$ cat src/tmhq_ram.sv
// Generic single-write, single-read RAM with registered read data.
// No dependencies.
`default_nettype none
module tmhq_ram #(
    parameter int WIDTH = 8,
    parameter int DEPTH = 16
) (
    input  wire logic                     clk,
    input  wire logic                     we,
    input  wire logic [$clog2(DEPTH)-1:0] waddr,
    input  wire logic [WIDTH-1:0]         wdata,
    input  wire logic [$clog2(DEPTH)-1:0] raddr,
    output logic      [WIDTH-1:0]         rdata
);
    logic [WIDTH-1:0] mem_reg [DEPTH];

    always_ff @(posedge clk)
    begin
        if (we)
        begin
            mem_reg[waddr] <= wdata;
        end
        rdata <= mem_reg[raddr];
    end
endmodule
`default_nettype wire

$ cat config.mk
export PLATFORM = sky130hd
export DESIGN_NAME = tmhq_ram
export DESIGN_NICKNAME = d
export VERILOG_FILES = /design/src/tmhq_ram.sv
export SDC_FILE = /design/constraint.sdc
export NUM_CORES = 1
export LEC_CHECK = 0
export BUFFER_PORTS_ARGS = -buffer_cell sky130_fd_sc_hd__buf_2
export CELL_PAD_IN_SITES_DETAIL_PLACEMENT = 0
export CELL_PAD_IN_SITES_GLOBAL_PLACEMENT = 1
export CORE_MARGIN = 2
export CORE_UTILIZATION = 57
export CTS_CLUSTER_SIZE = 24
export DETAILED_ROUTE_END_ITERATION = 8
export PLACE_DENSITY = 0.87
export SYNTH_ARGS = -nofsm -noshare
export SYNTH_HDL_FRONTEND = slang
export SYNTH_SLANG_ARGS = --single-unit
export TNS_END_PERCENT = 10
$ cat constraint.sdc
create_clock -name clk -period 2.65 [get_ports clk]
set_input_delay 0.265 -clock clk [delete_from_list [all_inputs] [get_ports clk]]
set_output_delay 0.265 -clock clk [all_outputs]
set_load 0.05 [all_outputs]
==> results.json, run 1 <==
{
  "ir_drop_mv": 0.563,
  "ctsHoldBuffers": 0,
  "slew_viol_final": 0,
  "route.detailed.drc": 0,
  "hp-start": "wdata[7]",
  "wl_met2_um": 4870,
  "cts_sinks": 136,
  "max_stage_delay_ns": 0.59,
  "cts_tree": "done",
  "synthArstFlopShare_pct": 0,
  "grt_antenna_before_repair": 1,
  "gp_congestion": 0.722,
  "wl_per_cell_um": 24.7,
  "total_power_mw": 5.08,
  "power_density_nw_per_um2": 839,
  "first_global_vias": 2520,
  "ys_types": 19,
  "vias_per_cell": 6.18,
  "cp_max_fo": 20,
  "final_cells": 400,
  "initial_core_util_pct": 59.0,
  "drt_iter0_markers": 223,
  "m1WireLength_um": 4170,
  "wl_met3_um": 701,
  "synth_top_area_cell": "edfxtp_1",
  "ios": 26,
  "drive_gt1_share_pct": 30.8,
  "fmaxAchievable_mhz": 643,
  "tns_ns": 0,
  "critPathSlowestCell": "mux4_1",
  "syn-cell-area_sq_um": 5150,
  "finalHoldViolCount": 0,
  "grt_overflow_total": 0,
  "wl_um": 9890,
  "syn_to_final_growth_pct": 17.6,
  "clkLatencyLatePin_ns": 0.52,
  "vias": 2473,
  "yosys_warnings": 0,
  "seq_area_frac_synth_pct": 77.8,
  "fillers": 491,
  "die_w_um": 99.0,
  "chipHeight_um": 99.0,
  "finClkSkew_ns": 0.0119,
  "crit_arrival_ns": 1.96,
  "min_period_ns": 1.56,
  "core-area_sq_um": 8720,
  "postRouteAntennaNets": 0,
  "syn-num-nets": 247,
  "synth_edf_count": 128,
  "leakage_nw": 2.07,
  "clkSlewWorstSetupHoldPaths_ns": 0.06,
  "dpl.hpwl_um": 5950,
  "cp.required_ns": 3.05,
  "grt_pass1_wl_um": 15000,
  "status": "complete, no violations",
  "cts_buffers": 17,
  "die_area_sq_um": 9810,
  "post_cts_buffers": 0,
  "hold_class": "in2reg",
  "yosys_most_used_dff": "edfxtp_1",
  "max_cap_viol_count": 0,
  "yosysMostFrequentCell": "edfxtp_1",
  "rsz0062_at_grt": "no",
  "final-setup-viol-count": 0,
  "rows": 34,
  "grt_max_degree": 26,
  "tightest_slew_ns": 0.859,
  "synthTopCellsByCount": "128 x edfxtp_1, 18 x mux4_2, 16 x a22oi_1, 14 x mux4_1, 13 x nor2_1",
  "htree_num_levels": 4,
  "nNetsFinal": 297,
  "r2r_slack_ns": 1.18,
  "diodes": 0,
  "dr.max_layer_used": "met5",
  "crit_type": "in2reg",
  "crit_start": "raddr[0]",
  "r2r-start": "mem_reg[1][1]",
  "syn_inst": 229,
  "synth_top_cell_area_share_pct": 74.7,
  "largest_reg_flops": 128,
  "numPortBuffers": 25,
  "fin_util_pct": 69.4,
  "place_inst": 368,
  "worst_setup_path_start_kind": "primary input",
  "dr.pass1.iters": 4,
  "cts_resized": 0,
  "grtUsageTotal_pct": 22.2,
  "period_share_pct": 58.7,
  "ys_top_cells_by_area": "edfxtp_1 75%, mux4_2 7.9%, mux4_1 7.1%",
  "slew_headroom_pct": 42.5,
  "ys_ff_latch": 136,
  "cp-end-kind": "flip-flop",
  "cts-root-buf": "clkbuf_8",
  "synth.avg_cell_area_sq_um": 22.5,
  "crit_chain": "buf_2 -> buf_4 -> mux4_1 -> a22oi_1 -> nand2_1",
  "cts_max_path_buffers": 2
}
==> area by class of cell <==
cell class | instances | area [sq um] | share of cell area, %
well taps | 108 | 135 | 2.23
clock inverters | 12 | 175 | 2.89
repair buffers | 41 | 245 | 4.05
multi-input cells | 83 | 1060 | 17.5
clock buffers | 20 | 435 | 7.19
flip-flops and latches | 136 | 4000 | 66.2
==> power by group <==
part,switching (mW),internal (mW)
Clock,0.847,1.55
Combinational,0.168,0.0921
Sequential,0.0163,2.41
==> layer usage <==
| layer | GRT usage [%] | vias to the layer above |
|---|---|---|
| met1 | 30.3 | 1258 |
| met5 | 0 | - |
| met4 | 7.59 | 2 |
| li1 | - | 1079 |
| met2 | 33.5 | 115 |
| met3 | 8.30 | 19 |
==> stage by stage <==
stage                     worst slack, ns  cell area [sq um]  hold WS (ns)
after floorplan                     0.892               5150         0.364
after global placement              0.633               5440         0.648
after detailed placement            0.581               5440         0.655
after CTS                            1.09               6050         0.109
after global routing                0.992               6050         0.111
final                                1.09               6050         0.129
==> worst max-delay path, delay by kind of cell <==
kind / cells / cell delay, ns
AO/OA/AOI/OAI: 1 / 0.22
AND/OR/NAND/NOR: 1 / 0.08
multiplexers: 1 / 0.59
buffers and inverters: 2 / 0.80
==> placed cells by master (no fill, tap or decap), types with 2 or more instances in the layout <==
cell        netlist  routed
a22oi_1          16      16
buf_2             3      25
buf_4             1      16
bufinv_16         0       4
clkbuf_1          0       2
clkbuf_16         0      16
clkbuf_8          0       2
clkinv_2          0       3
clkinvlp_4        0       3
dfxtp_1           8       8
edfxtp_1        128     128
mux4_1           14      14
mux4_2           18      18
nand2_1           9       9
nand2b_1          2       2
nand3b_1          2       2
nor2_1           13      13
nor3_1            4       4
==> worst paths after layout <==
path	cells after the start	end
worst min register to register	3	rdata[3]
worst min-delay path	1	mem_reg[0][7]
worst max register to register	3	rdata[1]
worst max-delay path	5	rdata[1]
==> kinds of logic (layout without fill, tap and decap cells) <==
group	after synthesis	in the layout	synth area share, %
simple gates	35	35	3.18
mux	32	32	15.0
flops	136	136	77.8
buf+inv	10	73	1.68
compound gates	16	16	2.33
(Power assumes the default switching activity.)
==> inputs of run 2 (changes only) <==
--- a/config.mk
+++ b/config.mk
@@ -9,10 +9,10 @@
 export CELL_PAD_IN_SITES_DETAIL_PLACEMENT = 0
 export CELL_PAD_IN_SITES_GLOBAL_PLACEMENT = 1
 export CORE_MARGIN = 2
-export CORE_UTILIZATION = 57
+export CORE_UTILIZATION = 48
 export CTS_CLUSTER_SIZE = 24
 export DETAILED_ROUTE_END_ITERATION = 8
-export PLACE_DENSITY = 0.87
+export PLACE_DENSITY = 0.78
 export SYNTH_ARGS = -nofsm -noshare
 export SYNTH_HDL_FRONTEND = slang
 export SYNTH_SLANG_ARGS = --single-unit
==> constraint.sdc (replaced) <==
create_clock -name clk -period 1.4 [get_ports clk]
set_input_delay 0.14 -clock clk [delete_from_list [all_inputs] [get_ports clk]]
set_output_delay 0.14 -clock clk [all_outputs]
set_load 0.05 [all_outputs]
==> results.json, run 2 (same netlist as run 1, synthesis figures left out) <==
{
  "status": "complete, no violations",
  "multi_input_area_sq_um": 1070,
  "period_share_pct": 97.4,
  "cp-end-kind": "flip-flop",
  "ios": 26,
  "cp.required_ns": 1.81,
  "place_inst": 402,
  "crit_chain": "mux4_1 -> a22oi_1 -> nand2_1",
  "finalHoldViolCount": 0,
  "path_delay_family": "multiplexers",
  "cp_num_cells": 3,
  "postRouteAntennaNets": 0,
  "gp_congestion": 0.770,
  "final_area_sq_um": 6200,
  "post_cts_buffers": 0,
  "dr.pass1.iters": 4,
  "rsz0062_at_grt": "no",
  "clkLatencyLatePin_ns": 0.52,
  "fmaxAchievable_mhz": 733,
  "nNetsFinal": 306,
  "grtUsageTotal_pct": 18.7,
  "finClkSkew_ns": 0.00624,
  "total_power_mw": 9.41,
  "die_area_sq_um": 11600,
  "initial_core_util_pct": 49.6,
  "fin_util_pct": 59.8,
  "vias_per_cell": 5.75,
  "crit_type": "reg2reg",
  "wl_um": 9720,
  "drive_gt1_share_pct": 33.2,
  "cts_tree": "done",
  "worst_setup_path_start_kind": "flip-flop",
  "hold_depth": 1,
  "vias": 2517,
  "hold_ws_ns": 0.0134,
  "ff2ff_path_depth": 3,
  "fin_ws_ns": 0.0364,
  "syn_to_final_growth_pct": 20.4,
  "critPathSlowestCell": "mux4_1",
  "ir_drop_mv": 0.657,
  "chipHeight_um": 108,
  "cp_max_fo": 1,
  "cts-root-buf": "clkbuf_8",
  "dpl.hpwl_um": 6150,
  "leakage_nw": 2.12,
  "final_common_cell": "edfxtp_1",
  "first_global_vias": 2518,
  "cts_max_path_buffers": 2,
  "core-area_sq_um": 10400,
  "fillers": 737,
  "route.detailed.drc": 0,
  "htree_num_levels": 4,
  "drt_iter0_markers": 170,
  "final_cell_mix": "128 x edfxtp_1, 25 x buf_2, 18 x mux4_2, 18 x buf_4, 16 x clkbuf_16",
  "slew_viol_final": 0,
  "largest_reg_flops": 128,
  "place_area_sq_um": 5580,
  "hold_class": "in2reg",
  "die_w_um": 108,
  "tightest_slew_ns": 0.783,
  "numPortBuffers": 25,
  "grt_overflow_total": 0,
  "max_cap_viol_count": 0,
  "power_density_nw_per_um2": 1520,
  "min_period_ns": 1.36,
  "final-setup-viol-count": 0,
  "final_cells": 438,
  "crit_arrival_ns": 1.77,
  "grt_pass1_wl_um": 15000,
  "cts_buffers": 17,
  "wl_per_cell_um": 22.2,
  "cts_sinks": 136,
  "crit_buf_inv": 0,
  "tns_ns": 0,
  "max_stage_delay_ns": 0.50,
  "grt_antenna_before_repair": 1,
  "slew_headroom_pct": 47.7,
  "ff_latch_area_sq_um": 4000,
  "rows": 37,
  "clkSlewWorstSetupHoldPaths_ns": 0.06,
  "grt_max_degree": 19,
  "pre_cts_ws_ns": -0.171
}
==> run 2: cell count changes in the layout (fill, tap and decap cells not counted), sizes merged <==
cell	delta
buf	+6
bufinv	-2
clkbuf	-3
clkinv	+1
diode	+1
dlygate4sd3	+3
inv	+4
==> run 2: per-layer routing <==
metal	GRT usage [%]	wire [um]	share of wire, %	up-vias
met3	4.96	568	5.8	12
met5	0	0	0	-
met4	7.05	186	1.9	0
li1	-	-	-	1095
met2	29.0	4850	50	92
met1	25.6	4110	42	1318
==> run 2: final timing paths <==
path	startpoint	end	slack [ns]
worst max-delay path	mem_reg[1][1]	rdata[1]	0.04
worst min-delay path	wdata[2]	mem_reg[8][2]	0.01
worst max register to register	mem_reg[1][1]	rdata[1]	0.04
worst min register to register	mem_reg[14][3]	rdata[3]	0.68
==> run 2: layout make-up <==
cell class,instances,share of cell area (%)
Multi-Input combinational cell,83,17.3
Sequential cell,136,64.6
Tap cell,136,2.75
Timing Repair Buffer,50,5.97
Antenna cell,1,0.0404
Clock inverter,15,2.66
Clock buffer,17,6.68
==> run 2: repair_timing <==
item                                    in CTS  in global routing
hold buffers                                 3                  0
gates resized for setup                      0                  2
endpoints found under the setup margin       0                  2
endpoints found under the hold margin       25                  0
==> run 2: power breakdown <==
group,internal [mW],switching [mW],total [mW]
combinational,0.203,0.336,0.538
sequential,4.55,0.0230,4.57
clock,2.56,1.74,4.30
