## src/tmhq_pkg.sv

```systemverilog
// Package for the timer min-heap queue: request and result payloads,
// heap entry types, command and status codes, sequencer states.
// No dependencies.
`default_nettype none
package tmhq_pkg;

    localparam int CW = 6;   // heap count and slot position width
    localparam int IW = 7;   // child index width, holds 2 * slot + 2

    localparam logic [2:0] CMD_ADD    = 3'd0;
    localparam logic [2:0] CMD_ADJUST = 3'd1;
    localparam logic [2:0] CMD_FIRE   = 3'd2;
    localparam logic [2:0] CMD_POP    = 3'd3;
    localparam logic [2:0] CMD_EXPIRE = 3'd4;
    localparam logic [2:0] CMD_CLEAR  = 3'd5;

    localparam logic [1:0] KIND_ACK    = 2'd0;
    localparam logic [1:0] KIND_FIRED  = 2'd1;
    localparam logic [1:0] KIND_REPORT = 2'd2;

    localparam logic [1:0] ST_OK       = 2'd0;
    localparam logic [1:0] ST_NOTFOUND = 2'd1;
    localparam logic [1:0] ST_FULL     = 2'd2;

    typedef struct packed {
        logic [2:0]  command;
        logic [9:0]  timer_id;
        logic [30:0] timeout_ms;
        logic [47:0] now_ms;
    } req_t;

    typedef struct packed {
        logic [1:0]  result_kind;
        logic [1:0]  status;
        logic [9:0]  fired_id;
        logic [47:0] remaining_ms;
        logic        none_pending;
        logic        last;
    } rsp_t;

    typedef struct packed {
        logic [47:0] dl;
        logic [9:0]  own;
    } entry_t;

    // Cell read-out: stored entry and whether its deadline is later than the key.
    typedef struct packed {
        entry_t e;
        logic   gt;
    } cell_rd_t;

    typedef enum logic [2:0] {
        S_IDLE,
        S_LOOK,
        S_DOWN,
        S_UP,
        S_FIX,
        S_EMIT,
        S_EXPIRE,
        S_CLEAN
    } state_t;

endpackage
`default_nettype wire

```

## src/tmhq_cell.sv

```systemverilog
// One heap slot: holds a deadline and its owner id, and compares the
// deadline against the walking entry's key. Depends on tmhq_pkg.
`default_nettype none
module tmhq_cell (
    input  wire logic              clk,
    input  wire logic              wr_en,
    input  wire tmhq_pkg::entry_t  wr_entry,
    input  wire logic [47:0]       key,
    output tmhq_pkg::cell_rd_t     rd
);
    import tmhq_pkg::*;

    entry_t entry_reg;

    always_ff @(posedge clk)
    begin
        if (wr_en)
        begin
            entry_reg <= wr_entry;
        end
    end

    assign rd = '{e: entry_reg, gt: (entry_reg.dl > key)};
endmodule
`default_nettype wire
```

## config.mk

```make
export PLATFORM = sky130hd
export DESIGN_NAME = tmhq_cell
export DESIGN_NICKNAME = d
export VERILOG_FILES = /design/src/tmhq_pkg.sv /design/src/tmhq_cell.sv
export SDC_FILE = /design/constraint.sdc
export NUM_CORES = 1
export LEC_CHECK = 0
export ABC_AREA = 0
export BUFFER_PORTS_ARGS = -buffer_cell sky130_fd_sc_hd__buf_2
export CAP_MARGIN = 20
export CORE_MARGIN = 10
export CORE_UTILIZATION = 40
export DETAILED_ROUTE_END_ITERATION = 10
export PLACE_DENSITY = 0.79
export SETUP_SLACK_MARGIN = 0.4
export SLEW_MARGIN = 40
export SYNTH_ARGS = -nofsm -noshare
export SYNTH_HDL_FRONTEND = slang
export SYNTH_SLANG_ARGS = --single-unit
```

## constraint.sdc

```tcl
create_clock -name clk -period 1.4 [get_ports clk]
set_input_delay 0 -clock clk [delete_from_list [all_inputs] [get_ports clk]]
set_output_delay 0 -clock clk [all_outputs]
set_load 0.03 [all_outputs]
```

==> metrics.md, run 1 <==
| Metric | Value |
|---|---|
| H-Tree Depth | 3 |
| Layout cells sized above 1 | 0.4759 |
| Violated checks | negative setup slack |
| CTS tree | yes |
| Root buf cell | clkbuf_8 |
| Area occupied by multi-input gates | 1267 um^2 |
| Peak Freq | 436.0 MHz |
| Synth Flop Type | edfxtp_1 |
| Overflow after GRT | 0 |
| Crit path kind | register to output port |
| Seq/Total Area, Yosys | 0.5793 |
| Syn Std Cell Area | 3007 um^2 |
| RSZ-0062 raised after global routing | true |
| Endpoints failing setup | 1 |
| Setup ws final | -893.4 ps |
| Top-count cell post-synth | edfxtp_1 |
| Post-synth top area share | 0.5793 |
| Post-route DRC | 0 |
| CP arrival | 2290 ps |
| Routed vias/inst | 4.702 |
| All-Layer GR Usage | 0.1705 |
| Rows | 31 |
| Core Util, Final | 0.7277 |
| Die Y | 106.7 um |
| Initial core utilization | 0.4123 |
| Register area | 1742 um^2 |
| WL per Instance | 17.35 um |
| First drt pass iteration count | 4 |
| PwrDens | 960.4 nW/um^2 |
| WHS Endpoint | rd[27]$_DFFE_PP_ |
| Synth Net Count | 382 |
| Core Box Area | 7292 um^2 |
| Crit start category | register |
| Routed WL | 10.38 mm |
| Highest ir drop seen on vdd | 674.7 uV |
| GR Util met2 | 0.3336 |
| P&R area growth vs syn | 76.49% |
| Synth cell count leaders | edfxtp_1 (58), ha_1 (48), inv_1 (48) |
| Largest net degree at the start of global routing | 32 |
| CP top delay family | simple AND/OR/NAND/NOR gates |
| First-pass GRT wire length | 15.44 mm |
| Reg clk slew, reported paths | 70 ps |
| HP Start | wr_en |
| Antenna violations before repair | 1 |
| Final Cycle Share | 1.638 |
| MaxCap Viol Count | 0 |
| Buffers on Ports | 166 |
| Crit end category | output port |
| Routed Antenna Nets | 0 |
| Post-synth EDFFs | 58 |
| Vias in the first global route | 3163 |
| Clock Path Buffers | 2 |
| Syn Inst Count | 226 |
| Via count | 2812 |
| Grt met1 use | 0.1506 |
| Synth warnings | 0 |
| Leading post-synthesis cells by cell area | edfxtp_1 (58%), ha_1 (20%), inv_1 (6.0%) |
| GRT Max-Usage Layer | met2 |
| CP peak stage delay | 440 ps |
| Number of CTS-inserted buffers | 9 |
| Status | complete, but fails checks |
| HP Class | primary input to register |
| Critical Path RT | 1400 ps |
| Ports | 167 |
| CTS sink cnt | 58 |
| DRT iter0 DRCs | 61 |
| Fin nets | 649 |
| Post-synth cell types | 26 |
| Slew Limit Fails | 0 |
| Worst slew margin relative to its limit | 0.7308 |
| Max reg flops | 58 |
| Stages on the worst setup path | 7 |
| Non-filler cells, final | 598 |
| Lkg Pwr | 2.567 nW |
| Worst path bufs/invs | 1 |
| Die area | 11380 um^2 |
| RD Place Congestion | 0.7715 |
| Die width | 106.7 um |
| Final hold vios | 0 |
| Least-Margin Pin Slew | 403.8 ps |
| Fillers | 520 |
| Placed cell count | 517 |
| #FFs+latches synth | 58 |
| M3 GR Usage | 0.06587 |
| Post-route minimum period | 2293 ps |
| Highest net fanout along the worst path | 4 |
| Post-DP HPWL | 7.300 mm |
| Share of flip-flops with an asynchronous set or reset | 0 |
| Worst Hold Depth | 2 |
| Area leader, netlist | edfxtp_1 |
| Slowest CP cell | edfxtp_1 |
| CP cell instances | ha_4 > nand4_4 > nor4_4 > nand3_2 > a41o_1 > a31oi_4 > buf_6 |
| Mapped Avg Cell Area | 13.30 um^2 |
-- cells by family (layout without fill, tap and decap cells) --
kind of cell               Yosys count  after routing  share of synthesized area
and+or+nand+nor                     34             34                    0.08240
AOI/OAI and AO/OA                   38             38                    0.07866
buffers and inverters               48            320                    0.05992
DFF                                 58             58                     0.5793
adders and majority gates           48             48                     0.1998
other                                0              1                          0
-- worst max-delay path by stage --
stage                                 from     to
final                     rd[58]$_DFFE_PP_  rd[0]
after global routing      rd[42]$_DFFE_PP_  rd[0]
after CTS                 rd[46]$_DFFE_PP_  rd[0]
after detailed placement  rd[40]$_DFFE_PP_  rd[0]
after global placement    rd[54]$_DFFE_PP_  rd[0]
after floorplan           rd[42]$_DFFE_PP_  rd[0]
-- area by class of cell --
cell class,count,share of cell area
sequential,58,0.3282
inverter,48,0.03395
multi-input combinational,120,0.2389
clock buffer,9,0.02334
antenna,1,0.0004716
timing repair buffer,256,0.3386
tap,99,0.02334
clock inverter,7,0.01320
-- layout by cell type (no fill, tap or decap), types with 2 or more instances in the layout --
cell type	count
nor4_2	2
clkinvlp_4	4
nor2_1	2
ha_4	11
nand2_1	9
a41o_1	3
clkbuf_8	9
edfxtp_1	58
buf_4	26
dlygate4sd3_1	58
inv_1	48
nand3_1	5
buf_6	24
nand4_1	3
and4_1	4
nand4_2	2
a21oi_1	18
clkinv_2	2
buf_2	147
o21ai_0	5
a21o_1	6
ha_1	37
nand4_4	2
-- what timing repair did --
action / in CTS / in global routing
hold endpoints to repair: 58 / 0
setup buffers: 2 / 4
pin swaps: 4 / 6
hold buffers: 58 / 0
gates cloned: 0 / 0
setup endpoints to repair: 11 / 14
gates resized for setup: 32 / 35
-- report_power, final --
| part | internal [W] | switching (W) |
|---|---|---|
| combinational | 0.000691 | 0.000734 |
| sequential | 0.00207 | 0.0000860 |
| clock | 0.000813 | 0.000703 |
-- routing by layer --
layer | share of wire | up-vias
met3 | 0.079 | 16
met4 | 0.018 | 0
met1 | 0.33 | 1319
li1 | - | 1367
met2 | 0.57 | 110
met5 | 0 | -
-- per-stage QoR --
stage | area [um^2] | hold WS, ps | worst slack (ps) | total power [W] | TNS [ps]
2_1_floorplan | 3022 | 98.87 | -545.4 | 0.002775 | -545.4
3_3_place_gp | 4172 | 176.7 | -611.7 | 0.003239 | -611.7
3_5_place_dp | 4172 | 178.1 | -633.0 | 0.003286 | -633.0
4_1_cts | 5084 | 209.9 | -896.3 | 0.005005 | -896.3
5_1_grt | 5306 | 238.4 | -998.8 | 0.005326 | -998.8
6_report | 5306 | 224.0 | -893.4 | 0.005096 | -893.4
No activity file was read; power rests on OpenSTA's default activity.
==> run 2, diff against run 1 <==
--- a/config.mk
+++ b/config.mk
@@ -9,10 +9,12 @@
 export BUFFER_PORTS_ARGS = -buffer_cell sky130_fd_sc_hd__buf_2
 export CAP_MARGIN = 20
 export CORE_MARGIN = 10
-export CORE_UTILIZATION = 40
+export CORE_UTILIZATION = 42
+export CTS_BUF_LIST = sky130_fd_sc_hd__clkbuf_2 sky130_fd_sc_hd__clkbuf_4 sky130_fd_sc_hd__clkbuf_8
 export DETAILED_ROUTE_END_ITERATION = 10
-export PLACE_DENSITY = 0.79
+export PLACE_DENSITY = 0.82
 export SETUP_SLACK_MARGIN = 0.4
+export SKIP_CTS_REPAIR_TIMING = 1
 export SLEW_MARGIN = 40
 export SYNTH_ARGS = -nofsm -noshare
 export SYNTH_HDL_FRONTEND = slang
==> metrics.md, run 2 (synthesis results as in run 1) <==
| Metric | Value |
|---|---|
| Crit end category | output port |
| Final hold vios | 0 |
| Routed Antenna Nets | 0 |
| CTS tree | yes |
| Slew Limit Fails | 0 |
| Post-route setup TNS | -894.4 ps |
| Peak Freq | 435.8 MHz |
| Routed vias/inst | 4.655 |
| Highest ir drop seen on vdd | 740.5 uV |
| MaxCap Viol Count | 0 |
| Max reg flops | 58 |
| Die area | 10940 um^2 |
| Endpoints failing setup | 1 |
| Least-Margin Pin Slew | 316.4 ps |
| Psw | 0.001466 W |
| RD Place Congestion | 0.7921 |
| Clock Path Buffers | 2 |
| Overflow after GRT | 0 |
| Clk pwr share | 0.334 |
| Layout cells sized above 1 | 0.4415 |
| P_int | 0.003634 W |
| Lkg Pwr | 2.496 nW |
| Die Y | 104.6 um |
| P&R area growth vs syn | 66.50% |
| Highest net fanout along the worst path | 3 |
| CP arrival | 2290 ps |
| WL per Instance | 16.70 um |
| Violated checks | negative setup slack |
| Ports | 167 |
| Antenna violations before repair | 1 |
| Number of CTS-inserted buffers | 9 |
| Root buf cell | clkbuf_8 |
| All-Layer GR Usage | 0.1472 |
| Area occupied by multi-input gates | 1135 um^2 |
| Fin nets | 638 |
| PwrDens | 1019 nW/um^2 |
| Commonest non-fill, non-tap cells in the layout | buf_2 (162), dlygate4sd3_1 (58), edfxtp_1 (58) |
| RSZ-0062 raised after global routing | true |
| Combinational share of power | 0.246 |
| DRT iter0 DRCs | 55 |
| Initial core utilization | 0.4377 |
| Post-route DRC | 0 |
| First drt pass iteration count | 4 |
| Vias in the first global route | 2645 |
| H-Tree Depth | 3 |
| Buffers on Ports | 166 |
| Register area | 1742 um^2 |
| Post-route minimum period | 2294 ps |
| Switch share | 0.2875 |
| Critical Path RT | 1400 ps |
| Setup ws final | -894.4 ps |
| Rows | 30 |
| Fillers | 486 |
| Crit path kind | register to output port |
| Non-filler cells, final | 585 |
| HP Class | primary input to register |
| Post-DP HPWL | 6.918 mm |
| Worst slew margin relative to its limit | 0.7871 |
| Largest net degree at the start of global routing | 59 |
| Sequential share of power | 0.419 |
| Placed cell count | 508 |
| First-pass GRT wire length | 12.84 mm |
| Via count | 2723 |
| Final Cycle Share | 1.639 |
| Core Box Area | 6869 um^2 |
| Critical Path Source | rd[46]$_DFFE_PP_ |
| Crit start category | register |
| Die width | 104.6 um |
| CTS sink cnt | 58 |
| Reg clk slew, reported paths | 80 ps |
| Worst setup path endpoint | rd[0] |
| Routed WL | 9.770 mm |
| Status | complete, but fails checks |
| Most common cell after layout, fill and taps aside | buf_2 |
run 2: worst max-delay path: stages (launching register included):
cell and delay, ps:
edfxtp_1 450, ha_4 310, nand4_1 130, nor4_4 360, nand3_2 140, a41o_1 250
a31oi_4 150, buf_6 160
run 2: layout make-up:
cell class / instances / area share
clock inverter: 7 / 0.01875
clock buffer: 9 / 0.02474
timing repair buffer: 245 / 0.3209
sequential: 58 / 0.3479
tap: 96 / 0.02399
multi-input combinational: 120 / 0.2267
inverter: 48 / 0.03599
antenna: 2 / 0.0009998
run 2: worst min-delay path by stage:
stage | start | to | slack, ps | cells after the start
after floorplan | wr_entry[9] | rd[10]$_DFFE_PP_ | 100 | 0
after global placement | wr_entry[33] | rd[34]$_DFFE_PP_ | 180 | 1
after detailed placement | wr_entry[17] | rd[18]$_DFFE_PP_ | 180 | 1
after CTS | wr_entry[55] | rd[56]$_DFFE_PP_ | -180 | 1
after global routing | wr_en | rd[10]$_DFFE_PP_ | 180 | 2
final | wr_en | rd[35]$_DFFE_PP_ | 190 | 2
run 2: layer usage:
layer / track usage / wire, um
met5: 0 / 0
met4: 0.04412 / 190
met3: 0.08477 / 932
met2: 0.2502 / 5229
met1: 0.1509 / 3417
run 2: power by group through the flow:
stage	clock [W]	combinational [W]	sequential, W
global placement	0	0.00105	0.00216
global route	0.00182	0.00137	0.00215
detailed placement	0	0.00109	0.00217
finish	0.00170	0.00126	0.00214
floorplan	0	0.000331	0.00244
CTS	0.00174	0.00109	0.00213
run 2: metrics by stage:
step | utilization | hold WS [ps] | worst slack [ps] | cell area, um^2 | power, W
2_1_floorplan | - | 98.87 | -545.4 | 3022 | 0.002775
3_3_place_gp | 0.6020 | 176.3 | -594.6 | 4135 | 0.003214
3_5_place_dp | 0.6020 | 178.1 | -604.9 | 4135 | 0.003258
4_1_cts | 0.6337 | -184.3 | -987.5 | 4353 | 0.004964
5_1_grt | 0.7288 | 180.1 | -1011 | 5006 | 0.005338
6_report | 0.7288 | 185.6 | -894.4 | 5006 | 0.005100
